--- src/rtl/core/ssp_ram.sv ---
// Simple dual-port RAM: one write port, one registered read port.
// No package dependency.
module ssp_ram #(
    parameter int DEPTH = 64,
    parameter int WIDTH = 30
) (
    input  logic                                  clk,
    input  logic                                  we,
    input  logic [(DEPTH > 1 ? $clog2(DEPTH) : 1)-1:0] waddr,
    input  logic [WIDTH-1:0]                      wdata,
    input  logic [(DEPTH > 1 ? $clog2(DEPTH) : 1)-1:0] raddr,
    output logic [WIDTH-1:0]                      rdata
);
    logic [WIDTH-1:0] mem [DEPTH];

    // write port
    always_ff @(posedge clk)
    begin
        if (we)
        begin
            mem[waddr] <= wdata;
        end
    end

    // registered read
    always_ff @(posedge clk)
    begin
        rdata <= mem[raddr];
    end
endmodule

--- config.mk ---
export PLATFORM = sky130hd
export DESIGN_NAME = ssp_ram
export DESIGN_NICKNAME = d
export VERILOG_FILES = /design/src/rtl/core/ssp_ram.sv
export SDC_FILE = /design/constraint.sdc
export NUM_CORES = 2
export LEC_CHECK = 0
export ABC_AREA = 0
export BUFFER_PORTS_ARGS = -buffer_cell sky130_fd_sc_hd__buf_2
export CORE_MARGIN = 2
export CORE_UTILIZATION = 60
export CTS_CLUSTER_DIAMETER = 150
export DETAILED_ROUTE_END_ITERATION = 8
export GPL_TIMING_DRIVEN = 0
export MAX_ROUTING_LAYER = met4
export PLACE_DENSITY = 0.76
export SLEW_MARGIN = 20
export SYNTH_ARGS = -nofsm -noshare
export SYNTH_HDL_FRONTEND = slang
export SYNTH_SLANG_ARGS = --single-unit
export TNS_END_PERCENT = 20
--- constraint.sdc ---
create_clock -name clk -period 3.75 [get_ports clk]
set_input_delay 0.375 -clock clk [delete_from_list [all_inputs] [get_ports clk]]
set_output_delay 0.375 -clock clk [all_outputs]
set_load 0.02 [all_outputs]
==> metrics.yaml <==
grt-ovfl-total: 0
crit_type: "in2reg"
final_cell_mix: "edfxtp_1 (1920), mux4_2 (408), mux2i_1 (228), clkbuf_16 (187), clkbuf_1 (118)"
combinationalPowerShare_pct: 5.4
syn_inst: 3309
postCtsSetupBuffers: 0
clk_pin_slew_ns: 0.06
irDropWorstVdd_uv: 572.0
reg2reg_depth: 5
relSlewSlack_pct: 22.44
die_w_um: 355.1
hold_viol_final: 0
async_flop_share_pct: 0
yosys.area.top_type: "edfxtp_1"
setup_viol: 0
power.density_nw_per_um2: 530.4
rows: 128
area_delta_synth_final_pct: 14.19
clockRootBuffer: "clkbuf_16"
switching_share_pct: 21.64
routed-wl-met3_um: 24850
fin_util_pct: 69.21
gp_congestion: 0.9329
ys_warn_count: 0
dr.pass1.iters: 6
grt_pass1_wl_um: 275000
ant_nets: 0
htree_levels: 4
period_minus_slack_ns: 3.581
syn_nets: 3353
max_freq_mhz: 279.3
cts-resized-gates: 0
hp-class: "in2reg"
cp.depth: 8
critPathMaxFanout: 10
synth_edf_count: 1920
final_layout_size_suffix_gt1_share_pct: 25.95
status: "finished clean"
wl_um: 196000
num-nets-final: 3684
grt_pass1_vias: 37046
pwr-share-seq_pct: 54.0
ys_top_cells_by_area: "edfxtp_1 (78%), mux4_2 (12%), mux2i_1 (3.1%), a22oi_1 (1.1%), dfxtp_1 (0.81%)"
clkPwrFrac_pct: 40.6
clk_latency_ns: 0.82
worst_pin_slew_ns: 1.163
synth_seq_cells: 1950
antenna_found_initial: 24
cts.sinks: 1950
numCtsBuffers: 185
port_buffers: 65
vias: 37720
die-area_um2: 126100
dp_hpwl_um: 122300
crit_buf_inv: 4
min_path_cells: 1
rsz0062_at_grt: "false"
via_per_inst: 6.934
die_h_um: 355.1
avgSynthCellArea_um2: 22.35
syn_area_um2: 73970
top_layer_used: "met4"
drt_iter0_drc: 6760
cap_violations: 0
wl_per_cell_um: 36.04
wl_met2_um: 94170
path_delay_family: "buffers and inverters"
ys_types: 38
slowest_delay_ns: 0.89
place_inst: 5075
cts_tree: "built"
cp-end-kind: "flip-flop"
pre_cts_ws_ns: -0.3284
cp.arrival_ns: 4.23
crit_top_cell: "clkbuf_1"
path_cells: "buf_2, buf_4, clkbuf_1, clkbuf_1, mux2i_1, a22oi_1, nand4_1, nor2_1"
drc: 0
timing.final.crit_share_pct: 95.49
fin_skew_ns: 0.03411
cp.required_ns: 4.40
p_sw_uw: 9694
grt_max_degree: 65
synth_top_area_share_pct: 77.95
wl_met1_um: 66990
slowest_stage: "mux2i_1"
synth_flop_cell: "edfxtp_1"
grt_use_total_pct: 32.48
fp.coreArea_um2: 122000
start_util_pct: 60.61
slew_viol_final: 0
ctsLongestPathBuffers: 3
fin_cells: 5440
final_common_cell: "edfxtp_1"
tns_ns: 0
setup_ws_ns: 0.1692
cp-start-kind: "input port"
ys_seq_area_share_pct: 78.76
ios: 74
fillCellCount: 7061
internal-power_uw: 35110
p_leak_uw: 0.02679
==> cell usage after synthesis (all sizes together) (4+ instances only) <==
cell type / number
buf: 103
mux2i: 228
nor2: 120
nand3b: 6
clkbuf: 80
o221ai: 12
nand2: 30
o22a: 6
or3b: 5
dfxtp: 30
nand3: 27
a311oi: 21
o21ai: 27
and3: 4
nand4: 23
nor3: 4
mux4: 408
nor4: 8
o22ai: 42
nand2b: 8
o311ai: 6
a22o: 21
edfxtp: 1920
a22oi: 111
nor2b: 36
==> metal layers <==
layer  GRT usage (%)  up-vias
li1                -    14747
met5               -        -
met1           41.75    19457
met4           14.61        0
met2           49.38     2994
met3           8.574      522
==> state kept, by name, indices dropped and copies added (netlist names) <==
register and cells:
rdata 30, mem 1920
==> metrics by stage <==
stage / total power (µW) / hold slack [ns] / cell area (µm²)
finish: 44800 / 0.1171 / 84470
global route: 45760 / 0.1135 / 84450
CTS: 44830 / 0.07268 / 84380
detailed placement: 26990 / 0.7562 / 78460
global placement: 26880 / 0.7567 / 76330
floorplan: 25830 / 0.4739 / 73970
==> kinds of logic (layout without fill, tap and decap cells) <==
logic type | after synthesis | in the layout | synth area share (%)
buffers and inverters | 184 | 671 | 1.311
multiplexers | 636 | 636 | 15.51
flip-flops | 1950 | 1950 | 78.76
other | 0 | 19 | 0
AND/OR/NAND/NOR | 281 | 281 | 1.856
AO/OA/AOI/OAI | 258 | 258 | 2.568
==> what timing repair did <==
action                     CTS  global route
setup endpoints to repair    0             0
hold endpoints to repair    28             0
hold buffers                 3             0
==> layout make-up <==
cell class | instances | area (µm²) | share of cell area, %
inverter | 1 | 3.754 | 0.004444
tap | 1625 | 2033 | 2.407
buffer | 183 | 967.2 | 1.145
timing repair buffer | 144 | 2038 | 2.413
clock inverter | 111 | 979.7 | 1.160
multi-input combinational | 1175 | 15230 | 18.03
sequential | 1950 | 58260 | 68.97
antenna | 19 | 47.55 | 0.05629
clock buffer | 232 | 4908 | 5.811
==> power groups by stage <==
stage               Clock [µW]  Sequential [µW]  Combinational (µW)
global placement             0            24600                2230
floorplan                    0            24700                1150
global route             19100            24200                2500
finish                   18200            24200                2430
CTS                      18300            24200                2380
detailed placement           0            24600                2350
==> final timing paths <==
path	endpoint	startpoint	slack [ns]
worst min register to register	rdata[9]	mem[28][9]	0.79
worst max-delay path	rdata[27]	raddr[1]	0.17
worst max register to register	rdata[24]	mem[61][24]	1.15
worst min-delay path	mem[21][25]	wdata[25]	0.12
(Power assumes the default switching activity.)
