## config.mk

```make
export PLATFORM = sky130hd
export DESIGN_NAME = ssp_alu
export DESIGN_NICKNAME = d
export VERILOG_FILES = /design/src/rtl/core/ssp_pkg.sv /design/src/rtl/core/ssp_alu.sv
export SDC_FILE = /design/constraint.sdc
export NUM_CORES = 1
export LEC_CHECK = 0
export BUFFER_PORTS_ARGS = -buffer_cell sky130_fd_sc_hd__buf_4
export CAP_MARGIN = 10
export CORE_UTILIZATION = 47
export DETAILED_ROUTE_END_ITERATION = 8
export PLACE_DENSITY = 0.85
export SLEW_MARGIN = 20
export SYNTH_ARGS = -nofsm -noshare
export SYNTH_HDL_FRONTEND = slang
export SYNTH_SLANG_ARGS = --single-unit
```

## constraint.sdc

```tcl
create_clock -name vclk -period 5.3
set_input_delay 1.06 -clock vclk [all_inputs]
set_output_delay 1.06 -clock vclk [all_outputs]
set_load 0.05 [all_outputs]
```

## src/rtl/core/ssp_pkg.sv

```systemverilog
// Shared types and constants for the single-source shortest paths block.
// No dependencies; every other file in rtl/core except ssp_ram refers to it by scoped names.
package ssp_pkg;

    localparam int NODE_W   = 6;
    localparam int CNT_W    = 7;
    localparam int WEIGHT_W = 16;
    localparam int DIST_W   = 30;
    localparam int EDGE_W   = 2 * NODE_W + WEIGHT_W;

    localparam logic [DIST_W-1:0] UNREACHED = 30'd1000000000;

    // Configuration port
    localparam int CFG_IDX_W  = 2;
    localparam int CFG_DATA_W = 7;
    localparam logic [CFG_IDX_W-1:0] REG_SOURCE_NODE = 2'd0;
    localparam logic [CFG_IDX_W-1:0] REG_NODE_COUNT  = 2'd1;

    // Sequencer states
    typedef enum logic [9:0] {
        S_LOAD     = 10'b00_0000_0001,
        S_INIT     = 10'b00_0000_0010,
        S_SCAN_RD  = 10'b00_0000_0100,
        S_SCAN_CMP = 10'b00_0000_1000,
        S_EDGE_RD  = 10'b00_0001_0000,
        S_EDGE_CHK = 10'b00_0010_0000,
        S_DIST_CMP = 10'b00_0100_0000,
        S_OUT_RD   = 10'b00_1000_0000,
        S_OUT_LOAD = 10'b01_0000_0000,
        S_OUT_HOLD = 10'b10_0000_0000
    } state_t;

    // Stored edge record
    typedef struct packed {
        logic [NODE_W-1:0]   from_node;
        logic [NODE_W-1:0]   to_node;
        logic [WEIGHT_W-1:0] weight;
    } edge_rec_t;

    // Operands and results of the shared add/compare unit
    typedef struct packed {
        logic [DIST_W-1:0]   base;
        logic [WEIGHT_W-1:0] addend;
        logic [DIST_W-1:0]   limit;
    } alu_req_t;

    typedef struct packed {
        logic [DIST_W-1:0] sum;
        logic              less;
    } alu_rsp_t;

endpackage

```

## src/rtl/core/ssp_alu.sv

```systemverilog
// Shared add/compare unit: sum = base + addend, less = sum < limit.
// Depends on ssp_pkg; used for both the minimum scan and edge relaxation.
module ssp_alu (
    input  ssp_pkg::alu_req_t req,
    output ssp_pkg::alu_rsp_t rsp
);
    logic [ssp_pkg::DIST_W-1:0] sum;

    assign sum      = req.base + ssp_pkg::DIST_W'(req.addend);
    assign rsp.sum  = sum;
    assign rsp.less = sum < req.limit;
endmodule

```

==> metrics.md <==
| Metric | Value |
|---|---|
| Antenna viol nets, final | `0` |
| Hold buffer count at cts | `0` |
| Drc violations | `0` |
| Iter 0 DRT Violations | `64` |
| Post-Route WL | `5.13 mm` |
| Hold WS | `2.48 ns` |
| Data required time of the critical path | `4.24 ns` |
| Gpl congestion | `0.872` |
| WS Path Type | `in2out` |
| Layout cells sized above 1 | `0.414` |
| Max-slew violation count | `0` |
| Post-synthesis sequential area ratio | `0` |
| Crit start category | `input port` |
| Data arrival, critical path | `4.08 ns` |
| Multiplexer area fraction after synthesis | `0` |
| FMAX | `195 MHz` |
| Crit path max fanout | `7` |
| Detailed Place HPWL | `4.47 mm` |
| Non-Filler Instances | `398` |
| GRT Util Overall | `0.242` |
| Netlist Area Pre-Place | `0.00182 mm2` |
| Vias | `2186` |
| CP endpoint kind | `output pin` |
| Synth Warn # | `0` |
| Die Y | `64.2 um` |
| Row count | `22` |
| Per-cell routed wire length | `12.9 um` |
| Combinational family with the most area after synthesis | `compound AO/OA/AOI/OAI gates` |
| Hold/Removal Path Class | `in2out` |
| Antenna violations before repair | `0` |
| Die area | `0.00412 mm2` |
| Complex-gate fraction of the synthesized area | `0.326` |
| Max Cap Viol | `0` |
| Status | `completed` |
| Vias in the first global route | `2052` |
| FFs & Latches | `0` |
| Relative slew slack | `0.742` |
| Maximum vdd ir drop | `0.122 mV` |
| Final count of hold timing violations | `0` |
| Synth Area in XOR/XNOR | `0.125` |
| Final Setup Violations | `0` |
| Pleak | `1.56 nW` |
| Synth cell types | `37` |
| First-pass GRT wire length | `8.36 mm` |
| Mapped Nets | `362` |
| Die width | `64.2 um` |
| Register area | `0 um2` |
| Post-placement cell count | `395` |
| Area grow syn2layout | `56.0%` |
| Vias per cell | `5.49` |
| IO Count | `107` |
| Post-Synth Simple-Gate Area | `0.151` |
| Port-buffer cells | `107` |
| Adder and majority gate portion of the synthesized area | `0.321` |
| Slew of the pin with the lowest slew margin | `0.384 ns` |
| Global route overflow | `0` |
| Mean Syn Cell Area | `7.57 um2` |
| Largest net degree at the start of global routing | `9` |
| Nets | `474` |
| # clk buffers | `0` |
| P per Cell Area | `165 mW/mm2` |
| Fin crit share | `0.970` |
| Mapped Cells | `240` |
| Fin crit period | `5.14 ns` |
| Core area | `0.00369 mm2` |
| N_diodes | `0` |
| Total iterations of the first detailed-routing run | `4` |
| Starting Density | `0.493` |
[final cells by class]
cell class	count	area [um2]
inverters	32	120
fillers	295	852
repair buffers	113	865
multi-input cells	205	1790
well taps	48	60.1
[worst max-delay path: stages]
cell,delay (ns)
buf_4,0.11
ha_1,0.41
a211oi_2,0.12
o21ai_1,0.21
nand4_1,0.20
a31oi_4,0.28
buf_12,0.15
o21ai_2,0.06
xnor2_2,0.15
ha_1,0.29
a21o_1,0.18
a21o_1,0.17
a21oi_1,0.14
o21ai_0,0.09
a21oi_1,0.13
o21a_2,0.16
buf_6,0.15
[through the flow]
| stage | setup TNS (ns) | total power (W) | utilization | area, um2 | setup slack, ns |
|---|---|---|---|---|---|
| 6_report | 0 | 0.000467 | 0.769 | 2840 | 0.161 |
| 5_1_grt | -0.00643 | 0.000504 | 0.769 | 2840 | -0.00643 |
| 4_1_cts | 0 | 0.000459 | 0.750 | 2770 | 0.0384 |
| 3_5_place_dp | -0.0321 | 0.000456 | 0.748 | 2760 | -0.0321 |
| 3_3_place_gp | 0 | 0.000452 | 0.748 | 2760 | 0.00676 |
| 2_1_floorplan | 0 | 0.000315 | - | 1890 | 0.00171 |
[worst paths after layout]
check | startpoint | end | slack [ns] | cells after the start
worst min-delay path | req[67] | rsp[22] | 2.48 | 3
worst max-delay path | req[36] | rsp[0] | 0.16 | 17
[synthesized netlist by cell type, types with 5 or more instances]
cell	count	area (um2)
and3_1	5	31.3
xnor2_1	20	175
xor2_1	6	52.6
nand3_1	10	50.1
a21o_1	20	150
ha_1	45	563
nor2_1	12	45.0
nand2_1	8	30.0
a21oi_1	17	85.1
o21ai_0	10	50.1
inv_1	32	120
nand4_1	10	62.6
o21ai_1	9	45.0
[logic make-up (layout without fill, tap and decap cells)]
family                     count (synthesis)  count (layout)
and+or+nand+nor                           54              54
buffers and inverters                     35             145
adders and majority gates                 46              46
xor gates and xnor gates                  26              26
AOI/OAI and AO/OA                         79              79
[layout by cell type, fill, tap and decap left out, types with 7 or more instances in the layout]
master and n:
buf_4 111, ha_1 43, inv_1 32, a21o_1 20
a21oi_1 17, xnor2_1 13, nor2_1 12, o21ai_0 10
nand4_1 10, nand3_1 10, nand2_1 8, xnor2_2 7
[power breakdown]
part	leakage, nW	internal (W)	switching, W
clock	0	0	0
combinational	1.56	0.000185	0.000282
sequential	0	0	0
[metal layers]
metal  share of wire  track usage
met3           0.043            0
met4          0.0043      0.00833
met1            0.46        0.320
met2            0.49        0.457
met5               0            0
[what timing repair did]
item | 4_1_cts | 5_1_grt
buffers inserted | 0 | 3
endpoints found under the setup margin | 1 | 1
pin swaps | 0 | 5
resized for setup | 1 | 10
(Power assumes the default switching activity.)
